`config.mk`:
```
export PLATFORM = sky130hd
export DESIGN_NAME = mixed_radix_gray_enumerator_top
export DESIGN_NICKNAME = d
export VERILOG_FILES = /design/src/hw/rtl/mrge_pkg.sv /design/src/hw/rtl/mrge_cell.sv /design/src/hw/rtl/mixed_radix_gray_enumerator_top.sv
export SDC_FILE = /design/constraint.sdc
export NUM_CORES = 1
export LEC_CHECK = 0
export ABC_AREA = 1
export BUFFER_PORTS_ARGS = -buffer_cell sky130_fd_sc_hd__buf_2
export CAP_MARGIN = 30
export CORE_UTILIZATION = 35
export DETAILED_ROUTE_END_ITERATION = 8
export PLACE_DENSITY_LB_ADDON = 0.25
export SLEW_MARGIN = 20
export SYNTH_ARGS = -nofsm -noshare
export SYNTH_HDL_FRONTEND = slang
export SYNTH_SLANG_ARGS = --single-unit
```
`constraint.sdc`:
```
create_clock -name clk -period 13.81 [get_ports clk]
set_input_delay 2.762 -clock clk [delete_from_list [all_inputs] [get_ports clk]]
set_output_delay 2.762 -clock clk [all_outputs]
set_load 0.02 [all_outputs]
```
`src/hw/rtl/mrge_pkg.sv`:
```
// Shared types, constants and helpers of the mixed-radix Gray enumerator.
// Used by mrge_cell and by the top level; depends on nothing else.
package mrge_pkg;

  // Field and storage widths
  localparam int DIGIT_W    = 4;   // one digit value
  localparam int RADIX_W    = 5;   // radix register, 1..16
  localparam int POS_W      = 16;  // step position and go_to target
  localparam int TOTAL_W    = 17;  // product of radices, up to 16**4
  localparam int COUNT_W    = 16;  // per-digit move count
  localparam int MODE_W     = 2;
  localparam int CHG_IDX_W  = 2;   // changed_digit field
  localparam int CFG_IDX_W  = 3;
  localparam int RADIX_REGS = 4;
  localparam int RREG_IDX_W = 2;
  localparam int MAX_RADIX  = 16;
  localparam int S_DATA_W   = 16;
  localparam int M_DATA_W   = 48;

  // Item commands
  typedef enum logic [MODE_W-1:0] {
    MODE_STEP    = 2'd0,
    MODE_RESTART = 2'd1,
    MODE_GOTO    = 2'd2
  } mode_t;

  // Configuration register map
  typedef enum logic [CFG_IDX_W-1:0] {
    REG_RADIX_0 = 3'd0,
    REG_RADIX_1 = 3'd1,
    REG_RADIX_2 = 3'd2,
    REG_RADIX_3 = 3'd3,
    REG_REVERSE = 3'd4,
    REG_FROZEN  = 3'd5
  } cfg_reg_t;

  // Controller state
  typedef enum logic [2:0] {
    ST_IDLE   = 3'b001,
    ST_WALK   = 3'b010,
    ST_REPORT = 3'b100
  } state_t;

  // Per-cycle commands broadcast to every cell
  typedef struct packed {
    logic restart;  // relatch radix, clear digit state
    logic count;    // advance the position counter digits
  } cell_ctrl_t;

  // Result item, advanced in the lowest bit
  typedef struct packed {
    logic                 bad_target;
    logic                 at_end;
    logic [POS_W-1:0]     position;
    logic [COUNT_W-1:0]   change_total;
    logic [DIGIT_W-1:0]   changed_value;
    logic [CHG_IDX_W-1:0] changed_digit;
    logic                 changed_valid;
    logic                 advanced;
  } result_t;

  // Clamp a raw radix register to 1..MAX_RADIX
  function automatic logic [RADIX_W-1:0] eff_radix(input logic [RADIX_W-1:0] r);
    logic [RADIX_W-1:0] e;
    e = r;
    if (r == '0) begin
      e = RADIX_W'(1);
    end else if (r > RADIX_W'(MAX_RADIX)) begin
      e = RADIX_W'(MAX_RADIX);
    end
    return e;
  endfunction

endpackage

```
`src/hw/rtl/mrge_cell.sv`:
```
// One digit cell: position-counter digit, Gray digit with direction and move
// count, and one stage of the place-value product chain. Uses mrge_pkg.
module mrge_cell (
  input  logic                               clk,
  input  logic                               rst,
  input  mrge_pkg::cell_ctrl_t               ctrl,
  input  logic                               carry_in,
  input  logic                               gray_move,
  input  logic [mrge_pkg::RADIX_W-1:0]       radix_eff,
  input  logic [mrge_pkg::TOTAL_W-1:0]       prod_in,
  output logic                               carry_out,
  output logic                               stop,
  output logic                               at_max,
  output logic [mrge_pkg::TOTAL_W-1:0]       prod_out,
  output logic [mrge_pkg::DIGIT_W-1:0]       value,
  output logic [mrge_pkg::COUNT_W-1:0]       moves
);
  import mrge_pkg::*;

  logic [RADIX_W-1:0]         radix_lat;
  logic [DIGIT_W-1:0]         count_digit;
  logic [DIGIT_W-1:0]         gray_digit;
  logic                       dir_down;
  logic [COUNT_W-1:0]         moves_r;
  logic [TOTAL_W-1:0]         prod;
  logic [DIGIT_W-1:0]         gray_next;
  logic [TOTAL_W+RADIX_W-1:0] prod_full;
  logic                       turn;

  // Counter digit rolls over at latched radix-1; a radix of one always carries
  assign at_max    = RADIX_W'(count_digit) == (radix_lat - RADIX_W'(1));
  assign carry_out = carry_in & at_max;
  assign stop      = carry_in & ~at_max;

  // Gray digit moves one unit and turns around at either end of the live radix
  assign gray_next = dir_down ? (gray_digit - DIGIT_W'(1)) : (gray_digit + DIGIT_W'(1));
  assign turn      = (gray_next == '0) || (RADIX_W'(gray_next) == (radix_eff - RADIX_W'(1)));

  // Place-value stage: product of all radices up to and including this digit
  assign prod_full = prod_in * radix_lat;

  always_ff @(posedge clk) begin
    if (rst) begin
      radix_lat   <= RADIX_W'(1);
      count_digit <= '0;
      gray_digit  <= '0;
      dir_down    <= 1'b0;
      moves_r     <= '0;
      prod        <= TOTAL_W'(1);
    end else begin
      prod <= prod_full[TOTAL_W-1:0];
      if (ctrl.restart) begin
        radix_lat   <= radix_eff;
        count_digit <= '0;
        gray_digit  <= '0;
        dir_down    <= 1'b0;
        moves_r     <= '0;
      end else begin
        // advance the counter digit where the carry reaches it
        if (ctrl.count && carry_in) begin
          count_digit <= at_max ? '0 : (count_digit + DIGIT_W'(1));
        end
        // move the Gray digit and count the move
        if (gray_move) begin
          gray_digit <= gray_next;
          moves_r    <= moves_r + COUNT_W'(1);
          if (turn) begin
            dir_down <= ~dir_down;
          end
        end
      end
    end
  end

  assign prod_out = prod;
  assign value    = gray_digit;
  assign moves    = moves_r;

endmodule

```
`src/hw/rtl/mixed_radix_gray_enumerator_top.sv`:
```
// Mixed-radix Gray enumerator: a row of mrge_cell digits plus the item controller.
// Step and restart items go through the report state to the output register; the next item
// is taken only back in idle. A go_to walks one carry-chain step per cycle, then reports.
// After a restart s_tready stays low while settle runs down and place-value products
// ripple down the cell row. Reset is synchronous: all digits 0, radices 1, position 0.
module mixed_radix_gray_enumerator_top #(
  parameter int NUM_DIGITS = 4
) (
  input  logic                              clk,
  input  logic                              rst,
  input  logic                              s_tvalid,
  output logic                              s_tready,
  input  logic [mrge_pkg::S_DATA_W-1:0]     s_tdata,   // target[15:0]
  input  logic [mrge_pkg::MODE_W-1:0]       s_tuser,   // mode[1:0]
  output logic                              m_tvalid,
  input  logic                              m_tready,
  // advanced[0], changed_valid[1], changed_digit[3:2], changed_value[7:4],
  // change_total[23:8], position[39:24], at_end[40], bad_target[41], zero above
  output logic [mrge_pkg::M_DATA_W-1:0]     m_tdata,
  input  logic                              cfg_valid,
  output logic                              cfg_ready,
  input  logic [mrge_pkg::CFG_IDX_W-1:0]    cfg_index,
  input  logic [mrge_pkg::RADIX_W-1:0]      cfg_data
);
  import mrge_pkg::*;

  localparam int IDX_W    = (NUM_DIGITS > 1) ? $clog2(NUM_DIGITS) : 1;
  localparam int SETTLE_W = $clog2(NUM_DIGITS + 1);

  // Configuration
  logic [RADIX_W-1:0] radix_reg [RADIX_REGS];
  logic               reverse_order;
  logic               frozen;

  // Controller state
  state_t               state;
  logic [POS_W-1:0]     pos;
  logic [POS_W-1:0]     start_pos;
  logic [POS_W-1:0]     tgt;
  logic [IDX_W-1:0]     last_moved;
  logic                 last_valid;
  logic                 adv_r;
  logic                 bad_r;
  logic [SETTLE_W-1:0]  settle;

  // Cell row
  cell_ctrl_t           ctrl;
  logic [NUM_DIGITS:0]  carry;
  logic [NUM_DIGITS-1:0] stop_vec;
  logic [NUM_DIGITS-1:0] max_vec;
  logic [NUM_DIGITS-1:0] move_vec;
  logic [TOTAL_W-1:0]   prod [NUM_DIGITS+1];
  logic [DIGIT_W-1:0]   vals [NUM_DIGITS];
  logic [COUNT_W-1:0]   moves [NUM_DIGITS];

  // Decode
  mode_t                in_mode;
  logic [POS_W-1:0]     target;
  logic                 accept;
  logic                 at_end;
  logic                 bad_now;
  logic                 behind;
  logic                 step_now;
  logic                 restart_now;
  logic [IDX_W-1:0]     moved_idx;
  logic                 out_free;
  result_t              report;

  assign in_mode   = mode_t'(s_tuser);
  assign target    = s_tdata;
  assign s_tready  = (state == ST_IDLE) && (settle == '0);
  assign cfg_ready = 1'b1;
  assign accept    = s_tvalid && s_tready;
  assign at_end    = &max_vec;
  assign bad_now   = TOTAL_W'(target) >= prod[NUM_DIGITS];
  assign behind    = target < pos;
  assign out_free  = !m_tvalid || m_tready;

  // Decide whether this cycle steps or restarts
  always_comb begin
    step_now    = 1'b0;
    restart_now = 1'b0;
    unique case (state)
      ST_IDLE: begin
        if (accept) begin
          unique case (in_mode)
            MODE_STEP:    step_now    = !frozen && !at_end;
            MODE_RESTART: restart_now = 1'b1;
            MODE_GOTO:    restart_now = !bad_now && !frozen && behind;
            default:      ;
          endcase
        end
      end
      ST_WALK:   step_now = (pos != tgt) && !at_end;
      ST_REPORT: ;
      default:   ;
    endcase
  end

  assign ctrl.restart = restart_now;
  assign ctrl.count   = step_now;
  assign carry[0]     = 1'b1;
  assign prod[0]      = TOTAL_W'(1);

  // Build the cell row; the Gray move goes to the mirrored cell when reversed
  for (genvar j = 0; j < NUM_DIGITS; j++) begin : g_cell
    logic [RADIX_W-1:0] radix_eff;
    if (j < RADIX_REGS) begin : g_reg
      assign radix_eff = eff_radix(radix_reg[j]);
    end else begin : g_one
      assign radix_eff = RADIX_W'(1);
    end

    assign move_vec[j] = step_now &&
                         (reverse_order ? stop_vec[NUM_DIGITS-1-j] : stop_vec[j]);

    mrge_cell u_cell (
      .clk       (clk),
      .rst       (rst),
      .ctrl      (ctrl),
      .carry_in  (carry[j]),
      .gray_move (move_vec[j]),
      .radix_eff (radix_eff),
      .prod_in   (prod[j]),
      .carry_out (carry[j+1]),
      .stop      (stop_vec[j]),
      .at_max    (max_vec[j]),
      .prod_out  (prod[j+1]),
      .value     (vals[j]),
      .moves     (moves[j])
    );
  end

  // Encode the moved cell
  always_comb begin
    moved_idx = '0;
    for (int j = 0; j < NUM_DIGITS; j++) begin
      if (move_vec[j]) begin
        moved_idx = IDX_W'(j);
      end
    end
  end

  // Assemble the result item from settled state
  always_comb begin
    report               = '0;
    report.advanced      = adv_r;
    report.changed_valid = last_valid;
    if (last_valid) begin
      report.changed_digit = CHG_IDX_W'(last_moved);
      report.changed_value = vals[last_moved];
      report.change_total  = moves[last_moved];
    end
    report.position   = pos;
    report.at_end     = at_end;
    report.bad_target = bad_r;
  end

  // Configuration writes
  always_ff @(posedge clk) begin
    if (rst) begin
      for (int i = 0; i < RADIX_REGS; i++) begin
        radix_reg[i] <= RADIX_W'(1);
      end
      reverse_order <= 1'b0;
      frozen        <= 1'b0;
    end else if (cfg_valid && cfg_ready) begin
      unique case (cfg_reg_t'(cfg_index))
        REG_RADIX_0, REG_RADIX_1, REG_RADIX_2, REG_RADIX_3: begin
          radix_reg[cfg_index[RREG_IDX_W-1:0]] <= cfg_data;
        end
        REG_REVERSE: reverse_order <= cfg_data[0];
        REG_FROZEN:  frozen        <= cfg_data[0];
        default:     ;
      endcase
    end
  end

  // Position, last move and settle counter
  always_ff @(posedge clk) begin
    if (rst) begin
      pos        <= '0;
      last_valid <= 1'b0;
      last_moved <= '0;
      settle     <= '0;
    end else begin
      if (restart_now) begin
        pos        <= '0;
        last_valid <= 1'b0;
        last_moved <= '0;
      end else if (step_now) begin
        pos        <= pos + POS_W'(1);
        last_valid <= 1'b1;
        last_moved <= moved_idx;
      end else if (state == ST_WALK) begin
        // go_to done: it reports no single digit
        last_valid <= 1'b0;
        last_moved <= '0;
      end
      if (restart_now) begin
        settle <= SETTLE_W'(NUM_DIGITS);
      end else if (settle != '0) begin
        settle <= settle - SETTLE_W'(1);
      end
    end
  end

  // Item sequencing
  always_ff @(posedge clk) begin
    if (rst) begin
      state <= ST_IDLE;
      adv_r <= 1'b0;
      bad_r <= 1'b0;
    end else begin
      unique case (state)
        ST_IDLE: begin
          if (accept) begin
            // a step reports its own advance; a go_to flags a bad target, walks, or reports if frozen
            adv_r <= (in_mode == MODE_STEP) && step_now;
            bad_r <= (in_mode == MODE_GOTO) && bad_now;
            if ((in_mode == MODE_GOTO) && !bad_now && !frozen) begin
              state <= ST_WALK;
            end else begin
              state <= ST_REPORT;
            end
          end
        end
        ST_WALK: begin
          if (!step_now) begin
            adv_r <= pos != start_pos;
            state <= ST_REPORT;
          end
        end
        ST_REPORT: begin
          if (out_free) begin
            state <= ST_IDLE;
          end
        end
        default: state <= ST_IDLE;
      endcase
    end
  end

  // Hold the go_to start point and target
  always_ff @(posedge clk) begin
    if (state == ST_IDLE && accept) begin
      start_pos <= pos;
      tgt       <= target;
    end
  end

  // Output register
  always_ff @(posedge clk) begin
    if (rst) begin
      m_tvalid <= 1'b0;
    end else if (state == ST_REPORT && out_free) begin
      m_tvalid <= 1'b1;
    end else if (m_tready) begin
      m_tvalid <= 1'b0;
    end
  end

  always_ff @(posedge clk) begin
    if (state == ST_REPORT && out_free) begin
      m_tdata <= {(M_DATA_W - $bits(result_t))'(0), report};
    end
  end

  // Checks
  a_step_xor_restart: assert property (@(posedge clk) disable iff (rst)
    !(step_now && restart_now))
    else $error("step and restart in the same cycle");

  a_one_stop: assert property (@(posedge clk) disable iff (rst)
    step_now |-> $onehot(stop_vec) && $onehot(move_vec))
    else $error("carry chain did not select exactly one digit");

  a_pos_inc: assert property (@(posedge clk) disable iff (rst)
    step_now |=> pos == ($past(pos) + POS_W'(1)))
    else $error("position did not advance by one after a step");

  a_out_from_report: assert property (@(posedge clk) disable iff (rst)
    $rose(m_tvalid) |-> $past(state == ST_REPORT))
    else $error("result item raised outside the report state");

  a_no_step_at_end: assert property (@(posedge clk) disable iff (rst)
    at_end |-> !step_now)
    else $error("step taken at the last combination");

  a_end_chain: assert property (@(posedge clk) disable iff (rst)
    carry[NUM_DIGITS] == at_end)
    else $error("carry out of the last digit disagrees with the end flag");

endmodule
```
-- After elaboration in Yosys (flattened, before gate mapping)
Memories as Yosys holds them, arrays and structs flattened.
Cells that the tools add are included.
- flip-flop bits (word level): 292
- latch bits: 0
- RAM bits: 20
- memory bits (read-only): 0
- input port bits: 31
- output and inout port bits: 51
- logic and storage cells: 231
- memories: 1
- memory list (name ; words ; width ; rd ports ; clocked after Yosys merged registers in ; wr ports ; RTL line ; RTL):
    radix_reg ; 4 ; 5 ; 4 ; 0 ; 4 ; mixed_radix_gray_enumerator_top.sv:31 ; logic [RADIX_W-1:0] radix_reg [RADIX_REGS];
- add/subtract/negate cells: 26
- multipliers: 3
- div/mod/pow operators: 0
- order comparisons: 7
- equal/unequal tests: 23
- shifts and indexed selects: 0
- mux-type cells: 60
- bitwise operators: 14
- reduce and logical (&&, ||, !) cells: 57
- operator list (operator ; number):
    $add 16x1->16 const B ; 5
    $mul 17x5->17 ; 3
    $mux 5 ; 9
    $eq 4x5->1 ; 8
    $mux 4 ; 10
    $sub 5x1->5 const B ; 8
    $add 4x1->4 const B ; 8
    $bmux 16 s2 ; 1
    $mux 16 ; 2
    $ne 16x16->1 ; 2
    $mux 1 ; 22
    $gt 5x5->1 const B ; 4
    $logic_not 5->1 ; 4
    $logic_and 1x1->1 ; 19
    $mux 3 ; 6
    $ge 16x17->1 ; 1
    $logic_not 4->1 ; 4
    $lt 16x16->1 ; 1
    $sub 4x1->4 const B ; 4
    $reduce_and 2->1 ; 7
    $mux 2 ; 5
    $eq 3x2->1 const B ; 3
    $eq 3x3->1 const B ; 3
    $pmux 3 s3 ; 1
    other kinds (22) ; 50

-- Logic depth before layout (Yosys ltp)
Gate-level depths: netlist (run 1).
- depth in word-level cells: 13
- depth in mapped cells: 20
- gate-level depth less buffers: 18

-- Hierarchy
A second synthesis (run 1) with hierarchy kept.
- cell total of the unflattened synthesis: 3393
- area total of the unflattened synthesis: 24472.2 µm²
- by module, submodules not included (module ; times used ; cells an instance ; area each (µm²) ; sequential area each (µm²)):
    mixed_radix_gray_enumerator_top ; 1 ; 817 ; 6988.0 ; 3423.3
    mrge_cell (g_cell[3].u_cell) ; 1 ; 659 ; 4430.5 ; 940.9
    mrge_cell (g_cell[0].u_cell) ; 1 ; 647 ; 4383.0 ; 940.9
    mrge_cell (g_cell[2].u_cell) ; 1 ; 636 ; 4344.2 ; 940.9
    mrge_cell (g_cell[1].u_cell) ; 1 ; 634 ; 4326.6 ; 940.9

-- Worst setup path after synthesis (run 1)
No wires, ideal clock.
- path type: in2reg
- start point: in m_tready
- end point: reg m_tdata[0] (netlist bit) (enable)
- library setup time: 546 ps
- arrival: 6810 ps
- required time: 13264 ps
- setup slack: 6454 ps
- stages on the path: 2
- buffers on the path: 0
- cell sequence: nor2_1 nor4_1
- cells in the longest elaborated chain, start to end: 2
- ends and longest elaborated chain (what ; RTL line ; RTL):
    from (decl) ; mixed_radix_gray_enumerator_top.sv:16 ; input logic m_tready,
    $logic_or 1x1->1 ; mixed_radix_gray_enumerator_top.sv:77 ; assign out_free = !m_tvalid || m_tready;
    $logic_and 1x1->1 ; mixed_radix_gray_enumerator_top.sv:264 ; if (state == ST_REPORT && out_free) begin
    to (signal assigned) ; mixed_radix_gray_enumerator_top.sv:265 ; m_tdata <= {(M_DATA_W - $bits(result_t))'(0), report};
    to (decl) ; mixed_radix_gray_enumerator_top.sv:19 ; output logic [mrge_pkg::M_DATA_W-1:0] m_tdata,
Every way passes these cells.
A chain may end at the register's enable or synchronous reset.

-- Worst setup path after layout (run 1)
- start point: in s_tdata[10] (netlist bit)
- end point: reg g_cell[1].u_cell.moves_r[7]
- cells in the longest elaborated chain, start to end: 8
- elaborated cells between the ends (all ways): 9
- classes of those cells: 2 x order compare; 3 x mux; 4 x reduce/logical
- ends and longest elaborated chain (what ; RTL line ; RTL):
    from (decl) ; mixed_radix_gray_enumerator_top.sv:13 ; input logic [mrge_pkg::S_DATA_W-1:0] s_tdata,
    $ge 16x17->1 ; mixed_radix_gray_enumerator_top.sv:75 ; assign bad_now = TOTAL_W'(target) >= prod[NUM_DIGITS];
    $logic_not 1->1 ; mixed_radix_gray_enumerator_top.sv:89 ; MODE_GOTO: restart_now = !bad_now && !frozen && behind;
    $logic_and 1x1->1 ; mixed_radix_gray_enumerator_top.sv:89 ;
    $logic_and 1x1->1 * ; mixed_radix_gray_enumerator_top.sv:89 ;
    $pmux 1 s2 * ; mixed_radix_gray_enumerator_top.sv:86 ; unique case (in_mode)
    $mux 1 * ; mixed_radix_gray_enumerator_top.sv:85 ; if (accept) begin
    $mux 1 * ; mixed_radix_gray_enumerator_top.sv:83 ; unique case (state)
    $reduce_or 2->1 (no source line) * ; - ;
    to (signal assigned) ; mrge_cell.sv:66 ; moves_r <= moves_r + COUNT_W'(1);
    to (decl) ; mrge_cell.sv:24 ; logic [COUNT_W-1:0] moves_r;
Every way passes the cells marked *; elsewhere a longest branch is shown, timed or not.

==> impl_metrics.yaml, run 1 <==
clock_network:
  htree_levels: 2
  cts_tree: "built"
  hold_buffers: 0
  cts_buffer_depth: 3
  cts_setup_buffers: 0
  cts.sinks: 294
  insertion_delay_ns: 0.55
  clkTransAtPathRegs_ns: 0.06
  cts_resized: 0
  cts_buffers: 36
  cts_root_buf: "clkbuf_16"
floorplanning:
  die_x_um: 244
  core-area_sq_mm: 0.0578
  die_h_um: 244
  rows: 88
  die_area_sq_mm: 0.0596
  initial_utilization_pct: 35.5
  ios: 82
drt:
  ant_nets: 0
  num_vias: 17200
  via_per_inst: 4.75
  drt-total-wl_um: 48800
  dr.pass1.iters: 5
  avgRoutedWirePerCell_um: 13.5
  drc_errors: 0
  drtIter0Drc: 1165
synthesis:
  synth_top_area_share_pct: 19.5
  yosys-top-cells-count: "nand2_1, inv_1, a21oi_1"
  syn_inst: 2794
  synth.most_common_cell: "nand2_1"
  syn_area_sq_mm: 0.0205
  yosysTopAreaCell: "dfxtp_1"
  synth_xor_area_share_pct: 5.08
  yosysSeqAreaShare_pct: 33.3
  synth_fa_ha_area_share_pct: 15.7
  yosys.area_share.simple_pct: 24.4
  synthFlopType: "dfxtp_1"
  synth.distinct_cells: 50
  synth_edf_count: 94
  synth_top_family_by_area: "simple AND/OR/NAND/NOR gates"
  syn_avg_cell_area_sq_um: 7.34
  synth_compound_area_share_pct: 9.67
  muxShareOfSynthArea_pct: 0
  ys_warn_count: 0
  async_flop_share_pct: 0
  synthTopCellsByArea: "dfxtp_1, edfxtp_1, nand2_1, inv_1, ha_1"
  synth-seq-cells: 294
timing:
  finalWorstSetupSlack_ns: 8.55
  slew_headroom_pct: 40.3
  finalSetupViolations: 0
  min_period_ns: 5.26
  period_share_pct: 38.1
  final_hold_viol_count: 0
  finalSetupTns_ns: 0
  worst_pin_slew_ns: 0.894
  hold_ws_ns: 0.447
  finClkSkew_ns: 0.0243
  grt_setup_unrepaired: "false"
  slew_violations: 0
  fmax_mhz: 190
cells_and_area:
  largest_register_ffs: 64
  multiInputGateArea_sq_mm: 0.0113
  area.sequential_sq_mm: 0.00683
  antenna-diode-count: 0
  final_util_pct: 39.3
  num-fill-cells: 5994
  num-nets-final: 3069
  drive_gt1_share_pct: 7.22
  area_growth_syn_to_layout_pct: 10.7
critical_path:
  endpoint: "g_cell[1].u_cell.moves[7]$_SDFFE_PP0P_"
  reg2reg_to: "g_cell[2].u_cell.prod_out[13]$_SDFF_PP0_"
  worst_ep_arrival_time_ns: 5.70
  rr_startpoint: "g_cell[2].u_cell.radix_lat[4]$_SDFFE_PP0P_"
  cp_max_fo: 65
  cp-end-kind: "flip-flop"
  startpoint: "s_tdata[10]"
  rr_worst_depth: 15
  cp-start-kind: "input port"
  cp.required_ns: 14.24
  rrSetupSlack_ns: 9.45
  critPathKind: "input port to flip-flop"
global_route:
  grt_pass1_wl_um: 81000
  grt_pass1_vias: 16000
  grt_max_degree: 66
  track_usage_pct: 16.5
  overflow: 0
  grt_antenna_before_repair: 2
status:
  outcome: "finished clean"
worst_hold_path:
  min_path_type: "flip-flop to flip-flop"
placed_design:
  gp_congestion: 0.890
  dp_hpwl_um: 37000
  post-place-ws_ns: 7.96
  port_buffers: 74
run:
  drv_cap: 0
pwr:
  p_leak_uw: 0.0106
  p_per_area_mw_per_mm2: 105
  peakVddDrop_mv: 0.0834
## worst max-delay path: stages
cell and delay (ns):
buf_2 0.13, ha_1 0.32, nand2_1 0.08, nand2_1 0.05, nand2_1 0.05, nand2_1 0.04, a21oi_1 0.18, nand4_1 0.24
nor2_1 0.15, nand3_1 0.08, nand2_1 0.07, buf_4 0.34, nand2_1 0.27, nand2_4 0.42, buf_16 0.33, nor2_1 0.09
## routing by layer
metal	GRT usage (%)	up-vias	part of all wire [%]
met2	26.1	311	45
met1	22.9	7951	48
met4	5.24	4	2.7
met5	0	-	0.037
li1	-	8836	-
met3	2.57	76	3.9
## cell families after synthesis
| group | after synthesis |
|---|---|
| flops | 294 |
| buf+inv | 611 |
| compound gates | 373 |
| other cells | 2 |
| simple gates | 1184 |
| fa+ha+maj | 211 |
| xor+xnor | 119 |
## layout make-up
type                    instances  area share [%]
flip-flops and latches        294            30.1
well taps                     765            4.22
multi-input cells            1894            49.8
clock buffers                  47            4.47
inverters                     515            8.53
clock inverters                19           0.695
repair buffers                 86            2.22
## stage by stage
step	cells	instance area, sq um	power [uW]
finish	3620	22700	2380
global route	3620	22700	2510
CTS	3619	22700	2420
detailed placement	3553	21500	1460
global placement	3551	21500	1450
floorplan	2799	20500	1340
## report_power, final
part	leakage (uW)	switching, uW	internal, uW	total [uW]
registers	0.00250	44.7	963	1010
clock network	0.000568	382	558	940
logic	0.00753	304	129	432
total	0.0106	730	1650	2380
## how the worst min path moves through the flow
stage	startpoint	to	slack, ns	cells past startpoint
CTS	bad_r$_SDFFE_PP0P_	m_tdata[41]$_DFFE_PP_	0.45	0
detailed placement	bad_r$_SDFFE_PP0P_	m_tdata[41]$_DFFE_PP_	0.43	0
floorplan	adv_r$_SDFFE_PP0P_	m_tdata[0]$_DFFE_PP_	0.40	0
global placement	bad_r$_SDFFE_PP0P_	m_tdata[41]$_DFFE_PP_	0.43	0
global route	bad_r$_SDFFE_PP0P_	m_tdata[41]$_DFFE_PP_	0.46	0
finish	bad_r$_SDFFE_PP0P_	m_tdata[41]$_DFFE_PP_	0.45	0
## placed cells by master (no fill, tap or decap), types with 3 or more instances in the layout
cell and instances:
nand2_1 670, inv_1 503, a21oi_1 233, nor2_1 219, dfxtp_1 200, nand3_1 159
ha_1 133, xor2_1 100, o21ai_0 96, edfxtp_1 94, fa_1 78, buf_2 74
nor3_1 46, clkbuf_16 38, nand4_1 29, xnor2_1 19, nand2_2 15, nor4_1 13
inv_2 10, or2_2 10, buf_4 9, o21ai_2 8, nor2_4 7, o21a_1 7
o211ai_1 7, conb_1 7, clkinv_2 7, clkbuf_1 6, nor2_2 5, clkinv_1 5
a31oi_1 5, o21bai_1 4, clkinvlp_4 4, a21o_1 3, nand3b_1 3, clkbuf_8 3
(Power assumes the default switching activity.)
==> run 2, diff against run 1 <==
==> constraint.sdc (replaced) <==
create_clock -name clk -period 4.7 [get_ports clk]
set_input_delay 0.94 -clock clk [delete_from_list [all_inputs] [get_ports clk]]
set_output_delay 0.94 -clock clk [all_outputs]
set_load 0.02 [all_outputs]
==> impl_metrics.yaml, run 2 (same netlist as run 1, synthesis figures left out) <==
status:
  outcome: "finished clean"
timing:
  fmax_mhz: 237
  finalSetupTns_ns: 0
  finClkSkew_ns: 0.0202
  slew_headroom_pct: 42.6
  period_share_pct: 89.9
  min_period_ns: 4.22
  slew_violations: 0
  finalSetupViolations: 0
  final_hold_viol_count: 0
  worst_pin_slew_ns: 0.860
  grt_setup_unrepaired: "false"
worst_hold_path:
  hold_start: "settle[0]$_SDFFE_PP0P_"
  min_path_type: "flip-flop to flip-flop"
  holdPathStages: 2
  min_to: "settle[0]$_SDFFE_PP0P_"
critical_path:
  crit_chain: "nand2_1 > fa_1 > fa_1 > fa_1 > inv_1 > ha_1 > nand3_1 > a21oi_1 > nor2_1 > o21ai_0 > a21boi_0 > o21ai_0 > nand2_1 > nand2_1 > nor2_1"
  rrSetupSlack_ns: 0.48
  worst_ep_arrival_time_ns: 4.67
  cpPeakStageDelay_ns: 0.65
  cp_top_family: "adder cells"
  rr_startpoint: "g_cell[2].u_cell.radix_lat[4]$_SDFFE_PP0P_"
  path_buf_inv: 1
  cp.required_ns: 5.14
  reg2reg_to: "g_cell[2].u_cell.prod_out[13]$_SDFF_PP0_"
  critPathKind: "flip-flop to flip-flop"
  cp-start-kind: "flip-flop"
  crit_path_top_delay_cell: "dfxtp_1"
  cp_max_fo: 16
  cp-end-kind: "flip-flop"
  rr_worst_depth: 15
clock_network:
  cts.sinks: 294
  clkTransAtPathRegs_ns: 0.06
  hold_buffers: 0
  cts_root_buf: "clkbuf_16"
  htree_levels: 2
  cts_resized: 0
  cts_setup_buffers: 0
  cts_buffers: 36
  cts_buffer_depth: 3
  cts_tree: "built"
  insertion_delay_ns: 0.55
drt:
  drtIter0Drc: 984
  avgRoutedWirePerCell_um: 13.5
  num_vias: 17200
  ant_nets: 0
  dr.pass1.iters: 5
  drc_errors: 0
  via_per_inst: 4.75
  drt-total-wl_um: 49000
pwr:
  p_per_area_mw_per_mm2: 314
  peakVddDrop_mv: 0.254
  p_leak_uw: 0.0107
cells_and_area:
  mostFrequentLayoutCells: "nand2_1, inv_1, a21oi_1, nor2_1, dfxtp_1"
  final_cell_count_no_fill: 3627
  largest_register_ffs: 64
  area_growth_syn_to_layout_pct: 11.2
  layout_commonest_cell: "nand2_1"
  antenna-diode-count: 0
  num-nets-final: 3077
  drive_gt1_share_pct: 7.65
placed_design:
  gp_congestion: 0.871
  dp_cells: 3561
  port_buffers: 74
  dp_hpwl_um: 36700
floorplanning:
  core-area_sq_mm: 0.0578
  initial_utilization_pct: 35.5
  rows: 88
  die_x_um: 244
  die_area_sq_mm: 0.0596
  ios: 82
  die_h_um: 244
global_route:
  grt_max_degree: 91
  grt_antenna_before_repair: 1
  track_usage_pct: 16.4
  overflow: 0
  grt_pass1_vias: 16200
  grt_pass1_wl_um: 80300
run:
  drv_cap: 0
run 2: cell count changes in the layout (fill, tap and decap cells not counted), moves of 2 or more:
cell       delta
clkinv_4      +2
buf_16        -2
clkbuf_1      -5
bufinv_16     +4
clkbuf_16     -2
buf_4         +9
run 2: layer usage:
layer	wire length, um	track usage, %	part of all wire [%]	vias to the layer above
met4	1190	4.93	2.4	2
met2	22900	27.4	47	255
met1	23000	21.6	47	8043
li1	-	-	-	8863
met5	12	0	0.024	-
met3	1930	2.79	3.9	71
run 2: cell type report:
type,count,area [sq um]
clock inverter,26,314
fill,5866,35000
timing repair buffer,94,541
multi-input combinational,1894,11300
sequential,294,6830
inverter,515,1940
tap,765,957
clock buffer,39,932
run 2: worst max path at each step:
| stage | slack [ns] | cells past startpoint | to | startpoint |
|---|---|---|---|---|
| global placement | 0.59 | 15 | g_cell[2].u_cell.prod_out[13]$_SDFF_PP0_ | g_cell[2].u_cell.radix_lat[4]$_SDFFE_PP0P_ |
| detailed placement | 0.49 | 15 | g_cell[2].u_cell.prod_out[13]$_SDFF_PP0_ | g_cell[2].u_cell.radix_lat[4]$_SDFFE_PP0P_ |
| finish | 0.48 | 15 | g_cell[2].u_cell.prod_out[13]$_SDFF_PP0_ | g_cell[2].u_cell.radix_lat[4]$_SDFFE_PP0P_ |
| floorplan | 0.71 | 17 | g_cell[2].u_cell.prod_out[13]$_SDFF_PP0_ | g_cell[2].u_cell.radix_lat[4]$_SDFFE_PP0P_ |
| CTS | 0.47 | 15 | g_cell[2].u_cell.prod_out[13]$_SDFF_PP0_ | g_cell[2].u_cell.radix_lat[4]$_SDFFE_PP0P_ |
| global route | 0.11 | 15 | g_cell[2].u_cell.prod_out[13]$_SDFF_PP0_ | g_cell[2].u_cell.radix_lat[4]$_SDFFE_PP0P_ |
run 2: tightest hold or removal path, stage by stage (launching register included):
cell,delay (ns)
dfxtp_1,0.30
nand2_1,0.06
a21oi_1,0.06
run 2: stage by stage:
step           cell area (sq um)  power, uW  setup slack (ns)  utilization (%)  hold WS, ns
5_1_grt                    22800       7530             0.114             39.5        0.477
3_5_place_dp               21500       4300             0.485             37.3        0.451
6_report                   22800       7170             0.476             39.5        0.472
2_1_floorplan              20500       3950             0.707                -        0.403
4_1_cts                    22800       7270             0.466             39.4        0.472
3_3_place_gp               21500       4270             0.586             37.3        0.436
run 2: power by group:
group          leakage (uW)  internal (uW)  switching [uW]
Clock              0.000609           1780            1150
Combinational       0.00757            388             913
Sequential          0.00250           2830             116
Total                0.0107           4990            2180
==> run 3, diff against run 2 <==
--- a/config.mk
+++ b/config.mk
@@ -14,4 +14,5 @@
 export SLEW_MARGIN = 20
 export SYNTH_ARGS = -nofsm -noshare
 export SYNTH_HDL_FRONTEND = slang
+export SYNTH_HIERARCHICAL = 1
 export SYNTH_SLANG_ARGS = --single-unit
==> impl_metrics.yaml, run 3 <==
status:
  outcome: "finished clean"
clock_network:
  cts_resized: 0
  clkTransAtPathRegs_ns: 0.06
  cts_root_buf: "clkbuf_16"
  cts.sinks: 312
  htree_levels: 2
  hold_buffers: 0
  insertion_delay_ns: 0.55
  cts_tree: "built"
  cts_buffer_depth: 3
  cts_setup_buffers: 0
  cts_buffers: 39
floorplanning:
  die_h_um: 266
  rows: 96
  die_area_sq_mm: 0.0710
  die_x_um: 266
  ios: 82
  initial_utilization_pct: 35.6
  core-area_sq_mm: 0.0688
timing:
  finalSetupTns_ns: 0
  final_hold_viol_count: 0
  grt_setup_unrepaired: "false"
  finalSetupViolations: 0
  finClkSkew_ns: 0.0231
  slew_headroom_pct: 37.4
  worst_pin_slew_ns: 0.932
  fmax_mhz: 250
  min_period_ns: 4.00
  slew_violations: 0
  period_share_pct: 85.0
drt:
  avgRoutedWirePerCell_um: 12.5
  drt-total-wl_um: 55900
  ant_nets: 0
  num_vias: 20200
  dr.pass1.iters: 7
  drc_errors: 0
  drtIter0Drc: 1084
  via_per_inst: 4.50
placed_design:
  dp_hpwl_um: 44000
  port_buffers: 74
  gp_congestion: 0.855
critical_path:
  critPathKind: "flip-flop to flip-flop"
  cp_max_fo: 21
  worst_ep_arrival_time_ns: 4.45
  cp.required_ns: 5.15
  cp-end-kind: "flip-flop"
  cp-start-kind: "flip-flop"
cells_and_area:
  antenna-diode-count: 0
  largest_register_ffs: 68
  drive_gt1_share_pct: 6.64
  area_growth_syn_to_layout_pct: 11.4
  layout_commonest_cell: "nand2_1"
  num-nets-final: 3854
  mostFrequentLayoutCells: "nand2_1, inv_1, nor2_1, a21oi_1, dfxtp_1"
  final_util_pct: 39.6
  num-fill-cells: 7293
  multiInputGateArea_sq_mm: 0.0145
  area.sequential_sq_mm: 0.00719
run:
  drv_cap: 0
global_route:
  track_usage_pct: 16.0
  grt_antenna_before_repair: 3
  grt_pass1_wl_um: 94100
  overflow: 0
  grt_max_degree: 43
  grt_pass1_vias: 19000
synthesis:
  ys_warn_count: 6
  syn_avg_cell_area_sq_um: 7.21
  syn_inst: 3392
  syn_area_sq_mm: 0.0245
pwr:
  peakVddDrop_mv: 0.229
  switching_share_pct: 33.0
  p_sw_uw: 2630
  power.internal_uw: 5360
  clkPwrFrac_pct: 35.8
  power.share.combinational_pct: 23.3
  p_leak_uw: 0.0138
  p_per_area_mw_per_mm2: 293
  p_seq_share_pct: 40.9
worst_hold_path:
  min_path_type: "flip-flop to flip-flop"
-- run 3: cell count changes in the layout (fill, tap and decap cells not counted), moves of 11 or more --
cell,change
inv_1,+191
nor2_1,+145
nand2_1,+122
fa_1,+78
conb_1,+77
o21ai_0,+60
xor2_1,-45
dfxtp_1,+18
xnor2_1,+14
nor3_1,-11
o21ai_1,+11
-- run 3: power by group through the flow --
stage               Clock, uW  Sequential (uW)  Combinational (uW)
floorplan                   0             3260                1410
global placement            0             3330                1810
detailed placement          0             3330                1820
CTS                      2960             3270                1830
global route             3070             3300                2150
finish                   2860             3270                1860
-- run 3: critical path, stage by stage, from the launching register on --
cell     delay [ns]
dfxtp_1        0.83
inv_2          0.10
ha_1           0.26
inv_1          0.06
nand2_1        0.06
a21oi_1        0.17
nor3_1         0.07
nand2_2        0.11
inv_2          0.05
nand4_1        0.27
nand4_4        0.18
nand2_4        0.20
inv_1          0.11
nor2_1         0.37
inv_2          0.17
nor2_4         0.18
nand2_2        0.09
nor3_4         0.16
nand3_2        0.12
nor2_4         0.13
nand3_1        0.08
nand2_1        0.07
nor2_1         0.04
-- run 3: per-layer routing --
| layer | track usage [%] | routed length [um] | share of wire, % | vias up |
|---|---|---|---|---|
| met3 | 1.97 | 2130 | 3.8 | 63 |
| met2 | 26.8 | 25800 | 46 | 292 |
| met1 | 22.0 | 27100 | 48 | 9175 |
| met4 | 3.65 | 898 | 1.6 | 4 |
| li1 | - | - | - | 10600 |
| met5 | 0 | 27 | 0.048 | - |
-- run 3: area by class of cell --
class                      count  area share [%]
inverter                     707            9.74
sequential                   312            26.4
clock inverter                20           0.638
tap                          931            4.27
timing repair buffer          99            2.08
multi-input combinational   2366            53.1
clock buffer                  51            3.82
-- run 3: stage by stage --
step,setup WS (ns),hold slack (ns),cells,power (uW),area (sq um)
6_report,0.703,0.482,4486,7990,27300
3_5_place_dp,0.651,0.476,4415,5150,26000
3_3_place_gp,0.699,0.473,4414,5130,26000
2_1_floorplan,0.998,0.403,3474,4670,24800
4_1_cts,0.644,0.486,4486,8060,27300
5_1_grt,0.307,0.511,4486,8520,27300
-- run 3: worst paths after layout --
kind | from | endpoint | slack [ns] | depth (start not counted)
setup / recovery | g_cell[3].u_cell/radix_lat[0]$_SDFFE_PP1P_ | g_cell[2].u_cell/moves[13]$_SDFFE_PP0P_ | 0.70 | 22
hold / removal | g_cell[3].u_cell/moves[14]$_SDFFE_PP0P_ | g_cell[3].u_cell/moves[14]$_SDFFE_PP0P_ | 0.48 | 2
setup reg to reg | g_cell[3].u_cell/radix_lat[0]$_SDFFE_PP1P_ | g_cell[2].u_cell/moves[13]$_SDFFE_PP0P_ | 0.70 | 22
hold reg to reg | g_cell[3].u_cell/moves[14]$_SDFFE_PP0P_ | g_cell[3].u_cell/moves[14]$_SDFFE_PP0P_ | 0.48 | 2
